[src/rtl/udpdmx_pkg.sv]
// Package for the UDP port demultiplexer table: field widths, codes and
// the records passed between the front end, the queue and the back end.
// No dependencies.
package udpdmx_pkg;

   localparam int SLOTS_DEFAULT = 64;

   localparam int PORT_W   = 16;
   localparam int HID_W    = 8;
   localparam int IP_W     = 32;
   localparam int LEN_W    = 16;
   localparam int SLOT_W   = 6;
   localparam int STATUS_W = 3;

   localparam logic [LEN_W-1:0] UDP_HDR_BYTES = LEN_W'(8);

   localparam logic OP_BIND    = 1'b0;
   localparam logic OP_DELIVER = 1'b1;

   typedef enum logic [STATUS_W-1:0] {
      ST_BOUND       = 3'd0,
      ST_FULL        = 3'd1,
      ST_DELIVERED   = 3'd2,
      ST_NO_HANDLER  = 3'd3,
      ST_UNREACHABLE = 3'd4,
      ST_SHORT       = 3'd5
   } status_type;

   typedef enum logic [1:0] {
      CMD_BIND,
      CMD_FULL,
      CMD_SHORT,
      CMD_LOOKUP
   } cmd_type;

   typedef struct packed {
      cmd_type           cmd;
      logic [PORT_W-1:0] port;
      logic [HID_W-1:0]  handler;
      logic [IP_W-1:0]   src_ip;
      logic [PORT_W-1:0] peer_port;
      logic [LEN_W-1:0]  payload_len;
   } work_type;

   typedef struct packed {
      status_type        status;
      logic [SLOT_W-1:0] slot;
      logic [HID_W-1:0]  handler;
      logic [IP_W-1:0]   src_ip;
      logic [PORT_W-1:0] peer_port;
      logic [LEN_W-1:0]  payload_len;
   } result_type;

   typedef struct packed {
      logic full;
      logic empty;
   } occ_type;

endpackage

[src/rtl/udpdmx_req_if.sv]
// Request channel: bind or deliver header fields with valid/ready.
// Depends on udpdmx_pkg.
interface udpdmx_req_if;
   import udpdmx_pkg::*;

   logic              valid;
   logic              ready;
   logic              opcode;
   logic [PORT_W-1:0] port;
   logic [HID_W-1:0]  handler_id;
   logic [IP_W-1:0]   src_ip;
   logic [PORT_W-1:0] peer_port;
   logic [LEN_W-1:0]  udp_length;

   modport source (
      output valid, opcode, port, handler_id, src_ip, peer_port, udp_length,
      input  ready
   );

   modport sink (
      input  valid, opcode, port, handler_id, src_ip, peer_port, udp_length,
      output ready
   );

endinterface

[src/rtl/udpdmx_rsp_if.sv]
// Response channel: status, slot and handler delivery fields with valid/ready.
// Depends on udpdmx_pkg.
interface udpdmx_rsp_if;
   import udpdmx_pkg::*;

   logic                valid;
   logic                ready;
   logic [STATUS_W-1:0] status;
   logic [SLOT_W-1:0]   slot;
   logic [HID_W-1:0]    handler_out;
   logic [IP_W-1:0]     src_ip_out;
   logic [PORT_W-1:0]   peer_port_out;
   logic [LEN_W-1:0]    payload_len;

   modport source (
      output valid, status, slot, handler_out, src_ip_out, peer_port_out, payload_len,
      input  ready
   );

   modport sink (
      input  valid, status, slot, handler_out, src_ip_out, peer_port_out, payload_len,
      output ready
   );

endinterface

[src/rtl/udpdmx_front.sv]
// Front end: accepts requests, keeps the fill count and classifies each
// request into a queue command. Depends on udpdmx_pkg and udpdmx_req_if.
module udpdmx_front #(
   parameter  int SLOTS = udpdmx_pkg::SLOTS_DEFAULT,
   localparam int CW    = $clog2(SLOTS + 1)
) (
   input  logic                  clock,
   input  logic                  reset,
   udpdmx_req_if.sink            req_ch,
   input  udpdmx_pkg::occ_type   q_stat,
   output logic                  q_push,
   output udpdmx_pkg::work_type  push_work,
   output logic [CW-1:0]         push_idx,
   output udpdmx_pkg::occ_type   tbl_stat
);
   import udpdmx_pkg::*;

   logic [CW-1:0] count_ff;
   logic [CW-1:0] count_in;
   logic          tbl_full;

   assign tbl_full       = (count_ff == CW'(SLOTS));
   assign tbl_stat.full  = tbl_full;
   assign tbl_stat.empty = (count_ff == '0);

   assign req_ch.ready = !q_stat.full;
   assign q_push       = req_ch.valid && req_ch.ready;
   assign push_idx     = count_ff;

   always_comb begin
      push_work.port        = req_ch.port;
      push_work.handler     = req_ch.handler_id;
      push_work.src_ip      = req_ch.src_ip;
      push_work.peer_port   = req_ch.peer_port;
      push_work.payload_len = req_ch.udp_length - UDP_HDR_BYTES;
      if (req_ch.opcode == OP_BIND) begin
         push_work.cmd = tbl_full ? CMD_FULL : CMD_BIND;
      end else if (req_ch.udp_length < UDP_HDR_BYTES) begin
         push_work.cmd = CMD_SHORT;
      end else begin
         push_work.cmd = CMD_LOOKUP;
      end
   end

   always_comb begin
      count_in = count_ff;
      if (q_push && push_work.cmd == CMD_BIND) begin
         count_in = count_ff + CW'(1);
      end
   end

   always_ff @(posedge clock) begin
      if (reset) begin
         count_ff <= '0;
      end else begin
         count_ff <= count_in;
      end
   end

endmodule

[src/rtl/udpdmx_fifo.sv]
// Two-entry command queue between front end and back end.
// Depends on udpdmx_pkg.
module udpdmx_fifo #(
   parameter int W = 8
) (
   input  logic                clock,
   input  logic                reset,
   input  logic                push,
   input  logic [W-1:0]        push_data,
   input  logic                pop,
   output logic [W-1:0]        pop_data,
   output udpdmx_pkg::occ_type stat
);
   import udpdmx_pkg::*;

   logic [W-1:0] entry_ff [2];
   logic         wr_ptr_ff;
   logic         wr_ptr_in;
   logic         rd_ptr_ff;
   logic         rd_ptr_in;
   logic [1:0]   cnt_ff;
   logic [1:0]   cnt_in;
   logic         do_push;
   logic         do_pop;

   assign stat.full  = (cnt_ff == 2'd2);
   assign stat.empty = (cnt_ff == 2'd0);
   assign do_push    = push && !stat.full;
   assign do_pop     = pop && !stat.empty;
   assign pop_data   = entry_ff[rd_ptr_ff];

   always_comb begin
      wr_ptr_in = do_push ? !wr_ptr_ff : wr_ptr_ff;
      rd_ptr_in = do_pop ? !rd_ptr_ff : rd_ptr_ff;
      cnt_in    = cnt_ff;
      if (do_push && !do_pop) begin
         cnt_in = cnt_ff + 2'd1;
      end else if (do_pop && !do_push) begin
         cnt_in = cnt_ff - 2'd1;
      end
   end

   always_ff @(posedge clock) begin
      if (do_push) begin
         entry_ff[wr_ptr_ff] <= push_data;
      end
   end

   always_ff @(posedge clock) begin
      if (reset) begin
         wr_ptr_ff <= 1'b0;
         rd_ptr_ff <= 1'b0;
         cnt_ff    <= 2'd0;
      end else begin
         wr_ptr_ff <= wr_ptr_in;
         rd_ptr_ff <= rd_ptr_in;
         cnt_ff    <= cnt_in;
      end
   end

endmodule

[src/rtl/udpdmx_back.sv]
// Back end: binding memory, slot scan for deliveries and the response register.
// Depends on udpdmx_pkg and udpdmx_rsp_if.
module udpdmx_back #(
   parameter  int SLOTS = udpdmx_pkg::SLOTS_DEFAULT,
   localparam int CW    = $clog2(SLOTS + 1),
   localparam int IW    = $clog2(SLOTS)
) (
   input  logic                 clock,
   input  logic                 reset,
   input  udpdmx_pkg::occ_type  q_stat,
   output logic                 q_pop,
   input  udpdmx_pkg::work_type pop_work,
   input  logic [CW-1:0]        pop_idx,
   udpdmx_rsp_if.source         rsp_ch
);
   import udpdmx_pkg::*;

   localparam int MW = PORT_W + HID_W;

   typedef enum logic [1:0] {
      S_IDLE,
      S_SCAN,
      S_RESULT
   } state_type;

   logic [MW-1:0]     bind_mem_ff [SLOTS];
   logic [MW-1:0]     rd_data_ff;
   logic              mem_we;
   logic [IW-1:0]     mem_wa;
   logic [IW-1:0]     mem_ra;
   logic [PORT_W-1:0] rd_port;
   logic [HID_W-1:0]  rd_handler;
   logic              hit;
   logic              out_free;

   state_type  state_ff, state_in;
   logic [CW-1:0] scan_ff, scan_in;
   logic [CW-1:0] limit_ff, limit_in;
   logic          cmp_vld_ff, cmp_vld_in;
   logic [IW-1:0] cmp_idx_ff, cmp_idx_in;
   work_type      cur_ff, cur_in;
   result_type    res_ff, res_in;
   logic          out_vld_ff, out_vld_in;
   result_type    out_ff, out_in;

   assign q_pop      = (state_ff == S_IDLE) && !q_stat.empty;
   assign mem_we     = q_pop && (pop_work.cmd == CMD_BIND);
   assign mem_wa     = pop_idx[IW-1:0];
   assign mem_ra     = scan_ff[IW-1:0];
   assign rd_port    = rd_data_ff[MW-1:HID_W];
   assign rd_handler = rd_data_ff[HID_W-1:0];
   assign hit        = cmp_vld_ff && (rd_port == cur_ff.port);
   assign out_free   = !out_vld_ff || rsp_ch.ready;

   always_ff @(posedge clock) begin
      if (mem_we) begin
         bind_mem_ff[mem_wa] <= {pop_work.port, pop_work.handler};
      end
      rd_data_ff <= bind_mem_ff[mem_ra];
   end

   always_comb begin
      state_in   = state_ff;
      scan_in    = scan_ff;
      limit_in   = limit_ff;
      cmp_vld_in = cmp_vld_ff;
      cmp_idx_in = cmp_idx_ff;
      cur_in     = cur_ff;
      res_in     = res_ff;
      out_vld_in = out_vld_ff;
      out_in     = out_ff;

      if (rsp_ch.ready) begin
         out_vld_in = 1'b0;
      end

      case (state_ff)
         S_IDLE: begin
            if (!q_stat.empty) begin
               cur_in     = pop_work;
               limit_in   = pop_idx;
               scan_in    = '0;
               cmp_vld_in = 1'b0;
               res_in     = '0;
               case (pop_work.cmd)
                  CMD_BIND: begin
                     res_in.status = ST_BOUND;
                     res_in.slot   = SLOT_W'(pop_idx[IW-1:0]);
                     state_in      = S_RESULT;
                  end
                  CMD_FULL: begin
                     res_in.status = ST_FULL;
                     state_in      = S_RESULT;
                  end
                  CMD_SHORT: begin
                     res_in.status = ST_SHORT;
                     state_in      = S_RESULT;
                  end
                  CMD_LOOKUP: begin
                     state_in = S_SCAN;
                  end
                  default: begin
                     state_in = S_IDLE;
                  end
               endcase
            end
         end
         S_SCAN: begin
            if (hit) begin
               res_in      = '0;
               res_in.slot = SLOT_W'(cmp_idx_ff);
               if (rd_handler != '0) begin
                  res_in.status      = ST_DELIVERED;
                  res_in.handler     = rd_handler;
                  res_in.src_ip      = cur_ff.src_ip;
                  res_in.peer_port   = cur_ff.peer_port;
                  res_in.payload_len = cur_ff.payload_len;
               end else begin
                  res_in.status = ST_NO_HANDLER;
               end
               cmp_vld_in = 1'b0;
               state_in   = S_RESULT;
            end else if (scan_ff < limit_ff) begin
               cmp_vld_in = 1'b1;
               cmp_idx_in = scan_ff[IW-1:0];
               scan_in    = scan_ff + CW'(1);
            end else begin
               cmp_vld_in = 1'b0;
               if (!cmp_vld_ff) begin
                  res_in        = '0;
                  res_in.status = ST_UNREACHABLE;
                  state_in      = S_RESULT;
               end
            end
         end
         S_RESULT: begin
            if (out_free) begin
               out_vld_in = 1'b1;
               out_in     = res_ff;
               state_in   = S_IDLE;
            end
         end
         default: begin
            state_in = S_IDLE;
         end
      endcase
   end

   always_ff @(posedge clock) begin
      if (reset) begin
         state_ff   <= S_IDLE;
         cmp_vld_ff <= 1'b0;
         out_vld_ff <= 1'b0;
      end else begin
         state_ff   <= state_in;
         cmp_vld_ff <= cmp_vld_in;
         out_vld_ff <= out_vld_in;
      end
      scan_ff    <= scan_in;
      limit_ff   <= limit_in;
      cmp_idx_ff <= cmp_idx_in;
      cur_ff     <= cur_in;
      res_ff     <= res_in;
      out_ff     <= out_in;
   end

   assign rsp_ch.valid         = out_vld_ff;
   assign rsp_ch.status        = out_ff.status;
   assign rsp_ch.slot          = out_ff.slot;
   assign rsp_ch.handler_out   = out_ff.handler;
   assign rsp_ch.src_ip_out    = out_ff.src_ip;
   assign rsp_ch.peer_port_out = out_ff.peer_port;
   assign rsp_ch.payload_len   = out_ff.payload_len;

endmodule

[src/rtl/udp_port_demux_table.sv]
// UDP port demultiplexer table. Bind, table-full and short-length requests are answered
// from the queue through the result register and then the response register; the back end
// takes the next request from the queue only once it has passed on the last response.
// Lookups scan the binding memory at one slot per cycle up to the fill count; a hit ends it.
// A two-entry queue lets the front end keep taking requests during a scan.
// Synchronous reset empties the table (fill count to zero) and the queue; no clearing pass.
module udp_port_demux_table #(
   parameter int SLOTS = udpdmx_pkg::SLOTS_DEFAULT
) (
   input  logic         clock,
   input  logic         reset,
   udpdmx_req_if.sink   req_ch,
   udpdmx_rsp_if.source rsp_ch
);
   import udpdmx_pkg::*;

   localparam int CW = $clog2(SLOTS + 1);
   localparam int QW = $bits(work_type) + CW;

   occ_type       q_stat;
   occ_type       tbl_stat;
   logic          q_push;
   logic          q_pop;
   work_type      push_work;
   logic [CW-1:0] push_idx;
   work_type      pop_work;
   logic [CW-1:0] pop_idx;
   logic [QW-1:0] q_wdata;
   logic [QW-1:0] q_rdata;

   assign q_wdata  = {push_work, push_idx};
   assign pop_work = q_rdata[QW-1:CW];
   assign pop_idx  = q_rdata[CW-1:0];

   udpdmx_front #(.SLOTS(SLOTS)) u_front (
      .clock     (clock),
      .reset     (reset),
      .req_ch    (req_ch),
      .q_stat    (q_stat),
      .q_push    (q_push),
      .push_work (push_work),
      .push_idx  (push_idx),
      .tbl_stat  (tbl_stat)
   );

   udpdmx_fifo #(.W(QW)) u_fifo (
      .clock     (clock),
      .reset     (reset),
      .push      (q_push),
      .push_data (q_wdata),
      .pop       (q_pop),
      .pop_data  (q_rdata),
      .stat      (q_stat)
   );

   udpdmx_back #(.SLOTS(SLOTS)) u_back (
      .clock    (clock),
      .reset    (reset),
      .q_stat   (q_stat),
      .q_pop    (q_pop),
      .pop_work (pop_work),
      .pop_idx  (pop_idx),
      .rsp_ch   (rsp_ch)
   );

   a_pop_nonempty : assert property (@(posedge clock) disable iff (reset)
      q_pop |-> !q_stat.empty)
      else $error("queue popped while empty");

   a_bound_occupied : assert property (@(posedge clock) disable iff (reset)
      (rsp_ch.valid && rsp_ch.status == ST_BOUND) |-> !tbl_stat.empty)
      else $error("bind response with empty table");

   a_full_consistent : assert property (@(posedge clock) disable iff (reset)
      (rsp_ch.valid && rsp_ch.status == ST_FULL) |-> tbl_stat.full)
      else $error("table-full response while table has free slots");

endmodule

[src/flat_wrapper.sv]
// flat-port wrapper written by rule: the top's interface ports become plain ports
module udp_port_demux_table_flat import udpdmx_pkg::*;
#(
   parameter int SLOTS = udpdmx_pkg::SLOTS_DEFAULT
)
  (clock, reset, req_ch_valid, req_ch_opcode, req_ch_port, req_ch_handler_id, req_ch_src_ip, req_ch_peer_port, req_ch_udp_length, req_ch_ready, rsp_ch_valid, rsp_ch_status, rsp_ch_slot, rsp_ch_handler_out, rsp_ch_src_ip_out, rsp_ch_peer_port_out, rsp_ch_payload_len, rsp_ch_ready);
  udpdmx_req_if req_ch_i ();
  udpdmx_rsp_if rsp_ch_i ();
  input  logic clock;
  input  logic reset;
  input wire logic [$bits(req_ch_i.valid)-1:0] req_ch_valid;
  input wire logic [$bits(req_ch_i.opcode)-1:0] req_ch_opcode;
  input wire logic [$bits(req_ch_i.port)-1:0] req_ch_port;
  input wire logic [$bits(req_ch_i.handler_id)-1:0] req_ch_handler_id;
  input wire logic [$bits(req_ch_i.src_ip)-1:0] req_ch_src_ip;
  input wire logic [$bits(req_ch_i.peer_port)-1:0] req_ch_peer_port;
  input wire logic [$bits(req_ch_i.udp_length)-1:0] req_ch_udp_length;
  output wire logic [$bits(req_ch_i.ready)-1:0] req_ch_ready;
  output wire logic [$bits(rsp_ch_i.valid)-1:0] rsp_ch_valid;
  output wire logic [$bits(rsp_ch_i.status)-1:0] rsp_ch_status;
  output wire logic [$bits(rsp_ch_i.slot)-1:0] rsp_ch_slot;
  output wire logic [$bits(rsp_ch_i.handler_out)-1:0] rsp_ch_handler_out;
  output wire logic [$bits(rsp_ch_i.src_ip_out)-1:0] rsp_ch_src_ip_out;
  output wire logic [$bits(rsp_ch_i.peer_port_out)-1:0] rsp_ch_peer_port_out;
  output wire logic [$bits(rsp_ch_i.payload_len)-1:0] rsp_ch_payload_len;
  input wire logic [$bits(rsp_ch_i.ready)-1:0] rsp_ch_ready;
  assign req_ch_i.valid = req_ch_valid;
  assign req_ch_i.opcode = req_ch_opcode;
  assign req_ch_i.port = req_ch_port;
  assign req_ch_i.handler_id = req_ch_handler_id;
  assign req_ch_i.src_ip = req_ch_src_ip;
  assign req_ch_i.peer_port = req_ch_peer_port;
  assign req_ch_i.udp_length = req_ch_udp_length;
  assign req_ch_ready = req_ch_i.ready;
  assign rsp_ch_valid = rsp_ch_i.valid;
  assign rsp_ch_status = rsp_ch_i.status;
  assign rsp_ch_slot = rsp_ch_i.slot;
  assign rsp_ch_handler_out = rsp_ch_i.handler_out;
  assign rsp_ch_src_ip_out = rsp_ch_i.src_ip_out;
  assign rsp_ch_peer_port_out = rsp_ch_i.peer_port_out;
  assign rsp_ch_payload_len = rsp_ch_i.payload_len;
  assign rsp_ch_i.ready = rsp_ch_ready;
  udp_port_demux_table #(.SLOTS(SLOTS)) u_core (.clock(clock), .reset(reset), .req_ch(req_ch_i), .rsp_ch(rsp_ch_i));
endmodule
[config.mk]
export PLATFORM = sky130hd
export DESIGN_NAME = udp_port_demux_table_flat
export DESIGN_NICKNAME = d
export VERILOG_FILES = /design/src/rtl/udpdmx_pkg.sv /design/src/rtl/udpdmx_req_if.sv /design/src/rtl/udpdmx_rsp_if.sv /design/src/rtl/udpdmx_front.sv /design/src/rtl/udpdmx_fifo.sv /design/src/rtl/udpdmx_back.sv /design/src/rtl/udp_port_demux_table.sv /design/src/flat_wrapper.sv
export SDC_FILE = /design/constraint.sdc
export NUM_CORES = 2
export LEC_CHECK = 0
export BUFFER_PORTS_ARGS = -buffer_cell sky130_fd_sc_hd__buf_2
export CAP_MARGIN = 20
export CORE_ASPECT_RATIO = 1.75
export CORE_MARGIN = 5
export CORE_UTILIZATION = 49
export DETAILED_ROUTE_END_ITERATION = 8
export PLACE_DENSITY = 0.68
export SYNTH_ARGS = -nofsm -noshare
export SYNTH_HDL_FRONTEND = slang
export SYNTH_SLANG_ARGS = --single-unit
[constraint.sdc]
create_clock -name clock -period 10.55 [get_ports clock]
set_input_delay 0.5275 -clock clock [delete_from_list [all_inputs] [get_ports clock]]
set_output_delay 0.5275 -clock clock [all_outputs]
set_load 0.1 [all_outputs]
==> flow_summary.toml <==
[outcome]
status = "finished clean"

[synth]
yosysUniqueCellTypes = 59
synth_edf_count = 1992
synthMuxAreaShare = 0.1330
async_flop_share = 0
synth.yosys.seq_area_share = 0.7984
synth_cells = 3477
yosysWarnings = 0
syn_nets = 3584
postSynthAreaPerCell_sq_um = 21.84
synth_top_family_by_area = "multiplexers"
synth_compound_area_frac = 0.02780
ys.flop_type = "edfxtp_1"
synthXorXnorAreaFrac = 0.004614
synthSimpleGateAreaFrac = 0.02202
syn_area_sq_mm = 0.07593
synth_seq_cells = 2032
yosys.area_share.adder = 0.002307

[final_layout]
layout-drive-gt1-share = 0.2712
nets = 3978
area_delta_synth_final_pct = 13.59
fin_cells = 6030
final_area_sq_mm = 0.08625

[global_route]
grt.total_usage = 0.2366
antenna_found_initial = 2
first_global_vias = 38120
grt.overflow.total = 0
grt_pass1_wl_um = 275900
grt_max_degree = 122

[placed_design]
place_area_sq_mm = 0.07988
gp_congestion = 0.8735
dpl.hpwl_um = 117500
dp_slack_ns = 5.560
dpl.cell_count = 5648
port_buffers = 175

[hold_path]
holdCritPathClass = "in -> reg"

[sta]
max-slew-margin-rel = 0.2510
setup_ws_ns = 5.552
skew_ns = 0.04695
tightest_slew_ns = 1.092
drv_slew = 0
timing.fmax_ghz = 0.2001
final-hold-violation-count = 0
finalSetupViolations = 0
rsz0062_at_grt = "false"
fin_tns_setup_ns = 0
post-route-min-period_ns = 4.998
timing.hold.ws_ns = 0.04421
period_share = 0.4738

[drt]
wl_per_cell_um = 32.20
routed_wl_um = 194200
drtAntennaViolNets = 0
drtIter0Drc = 3462
drc = 0
viasPerCell = 6.035
first_pass_iters = 5
num_vias = 36390

[power_and_ir_drop]
switching_share = 0.3356
p_int_uw = 16090
power_frac_clock = 0.263
vdd_drop_max_mv = 0.3340
power_density_mw_per_mm2 = 280.7
power.net_switching_uw = 8126
share_seq_of_total_power = 0.439
power.leakage_uw = 0.02763
comb_power_share = 0.298

[clocking]
root_buffer = "clkbuf_16"
numClockSinks = 2032
htreeDepth = 4
cts_tree = "built"
clk_pin_slew_ns = 0.07
clock_path_buffers = 4
cts-resized-gates = 0
cts_buffers = 170
clkLatencyLatePin_ns = 0.81

[floorplanning]
num_rows = 191
dieArea_sq_mm = 0.1632
die_y_um = 530.7
io_pins = 176
core_area_sq_mm = 0.1544
start_util = 0.4918
die_x_um = 307.6

[job]
cap_viol_max_count = 0

[critical_path]
rrSetupSlack_ns = 5.55
endpoint_kind = "flop"
worstPathMaxFanout = 121
start_kind = "flop"
crit_arrival_ns = 5.68
worstPathRequired_ns = 11.23
critical_path_class = "reg -> reg"
area by class of cell:
class,count,area (sq um)
antenna,3,7.507
clock buffer,207,4582
clock inverter,95,988.4
fill,11440,68130
inverter,23,88.84
multi-input combinational,1254,14680
sequential,2032,60620
tap,2026,2535
timing repair buffer,390,2748
cells by family (layout without fill, tap and decap cells):
kind of cell | Yosys count | count (layout)
flip-flops | 2032 | 2032
multiplexers | 576 | 576
AND/OR/NAND/NOR | 335 | 335
AO/OA/AOI/OAI | 289 | 289
buffers and inverters | 191 | 715
XOR/XNOR | 40 | 40
adder cells (fa/ha/maj) | 14 | 14
other | 0 | 3
through the flow:
step | total power (uW) | utilization
6_report | 24210 | 0.5587
5_1_grt | 24950 | 0.5586
4_1_cts | 24350 | 0.5584
3_5_place_dp | 18020 | 0.5174
3_3_place_gp | 17890 | 0.5171
2_1_floorplan | 15270 | -
what timing repair did:
item                                    in CTS  in global routing
setup buffers                                0                  0
endpoints found under the setup margin       0                  0
hold endpoints to repair                   150                  0
hold buffers                                75                  0
power by group through the flow:
| stage | combinational, uW | sequential (uW) | clock [uW] |
|---|---|---|---|
| final | 7200 | 10600 | 6370 |
| after floorplan | 3760 | 11500 | 0 |
| after global routing | 7470 | 10700 | 6790 |
| after detailed placement | 7210 | 10800 | 0 |
| after global placement | 7110 | 10800 | 0 |
| after CTS | 7250 | 10600 | 6460 |
metal layers:
layer  routed length, um  track usage  vias to the layer above
met2              102500       0.4240                     1564
met5                   0            0                        -
met4               14130       0.1379                        0
met1               65030       0.2678                    19270
li1                    -            -                    15180
met3               12490      0.03790                      381
sequential cells by signal, indices dropped and copies added, names as in the netlist, named ones only:
register and cells:
u_core.u_back.rsp_ch.slot 6, u_core.u_fifo.cnt_ff 2, u_core.u_back.limit_ff 7, u_core.u_fifo.rd_ptr_ff 1
u_core.u_back.res_ff 81, u_core.u_back.cur_ff 80, u_core.u_back.bind_mem_ff 1536, u_core.u_back.scan_ff 7
u_core.u_back.rsp_ch.peer_port_out 16, u_core.u_back.rsp_ch.payload_len 16, u_core.u_back.cmp_vld_ff 1, u_core.u_back.rsp_ch.src_ip_out 32
u_core.u_front.push_idx 7, u_core.u_back.rd_data_ff 24, u_core.u_fifo.wr_ptr_ff 1, u_core.u_back.rsp_ch.valid 1
u_core.u_back.state_ff 2, u_core.u_back.cmp_idx_ff 6, u_core.u_back.rsp_ch.handler_out 8, u_core.u_fifo.entry_ff 194
u_core.u_back.rsp_ch.status 3
critical path, cell delays in order (launching register included):
cell      delay [ns]
edfxtp_1        0.37
buf_4           0.54
buf_4           0.87
buf_12          0.67
mux2i_1         0.26
o22ai_1         0.13
a211oi_1        0.84
nand2_1         0.52
a32o_1          0.41
synth_stat cells, types with 3 or more instances:
| cell | count | area [sq um] |
|---|---|---|
| buf_2 | 48 | 240.2 |
| mux2_2 | 95 | 1070 |
| o22ai_1 | 19 | 118.9 |
| nand2_1 | 64 | 240.2 |
| a211oi_1 | 22 | 165.2 |
| buf_4 | 20 | 150.1 |
| and3_1 | 5 | 31.28 |
| mux4_2 | 337 | 7590 |
| nor4_1 | 6 | 37.54 |
| edfxtp_1 | 1992 | 59820 |
| inv_1 | 21 | 78.83 |
| a22oi_1 | 65 | 488.0 |
| xor2_1 | 33 | 289.0 |
| nand4_1 | 7 | 43.79 |
| clkbuf_1 | 79 | 296.5 |
| clkbuf_2 | 3 | 15.01 |
| buf_1 | 12 | 45.04 |
| a221oi_1 | 23 | 201.4 |
| a22o_1 | 15 | 131.4 |
| nor2_1 | 111 | 416.7 |
| mux2i_1 | 144 | 1441 |
| a21oi_1 | 57 | 285.3 |
| a21o_1 | 4 | 30.03 |
| nor3_1 | 11 | 55.05 |
| o21ai_0 | 10 | 50.05 |
| ha_1 | 14 | 175.2 |
| nand2b_1 | 13 | 81.33 |
| buf_6 | 6 | 67.56 |
| dfxtp_1 | 40 | 800.8 |
| nor2b_1 | 5 | 31.28 |
| nand3_1 | 17 | 85.08 |
| xnor2_1 | 7 | 61.31 |
| a32o_1 | 10 | 100.1 |
| or3_1 | 4 | 25.02 |
| o211ai_1 | 7 | 52.55 |
| a211o_1 | 3 | 26.28 |
| and2_1 | 77 | 481.7 |
| o2bb2ai_1 | 6 | 52.55 |
| o221ai_1 | 36 | 315.3 |
placed cells by master (no fill, tap or decap), types with 14 or more instances in the layout:
cell,n
a21oi_1,57
edfxtp_1,1992
a221oi_1,21
o22ai_1,19
dfxtp_1,39
dlygate4sd3_1,75
clkinv_1,33
clkbuf_16,177
mux2i_1,140
buf_4,133
o221ai_1,36
a22o_1,15
mux2_2,94
and2_1,76
bufinv_16,20
nand2_1,64
nor2_2,64
a211oi_1,19
clkbuf_1,26
ha_1,14
nor2_1,45
inv_1,20
nand3_1,17
clkinv_2,26
a22oi_1,65
mux4_2,337
buf_2,175
xor2_1,33
worst paths after layout:
check | endpoint | from | depth (start not counted)
hold reg to reg | u_core.u_back.rsp_ch.peer_port_out[3]$_DFFE_PP_ | u_core.u_back.res_ff[19]$_SDFFCE_PN0P_ | 0
setup / recovery | u_core.u_back.rd_data_ff[8]$_DFF_P_ | u_core.u_back.scan_ff[1]$_SDFFCE_PN0P_ | 8
setup reg to reg | u_core.u_back.rd_data_ff[8]$_DFF_P_ | u_core.u_back.scan_ff[1]$_SDFFCE_PN0P_ | 8
hold / removal | u_core.u_fifo.entry_ff[1][96]$_DFFE_PP_ | req_ch_opcode | 1
Note: power is estimated with default switching activity, not from simulation.
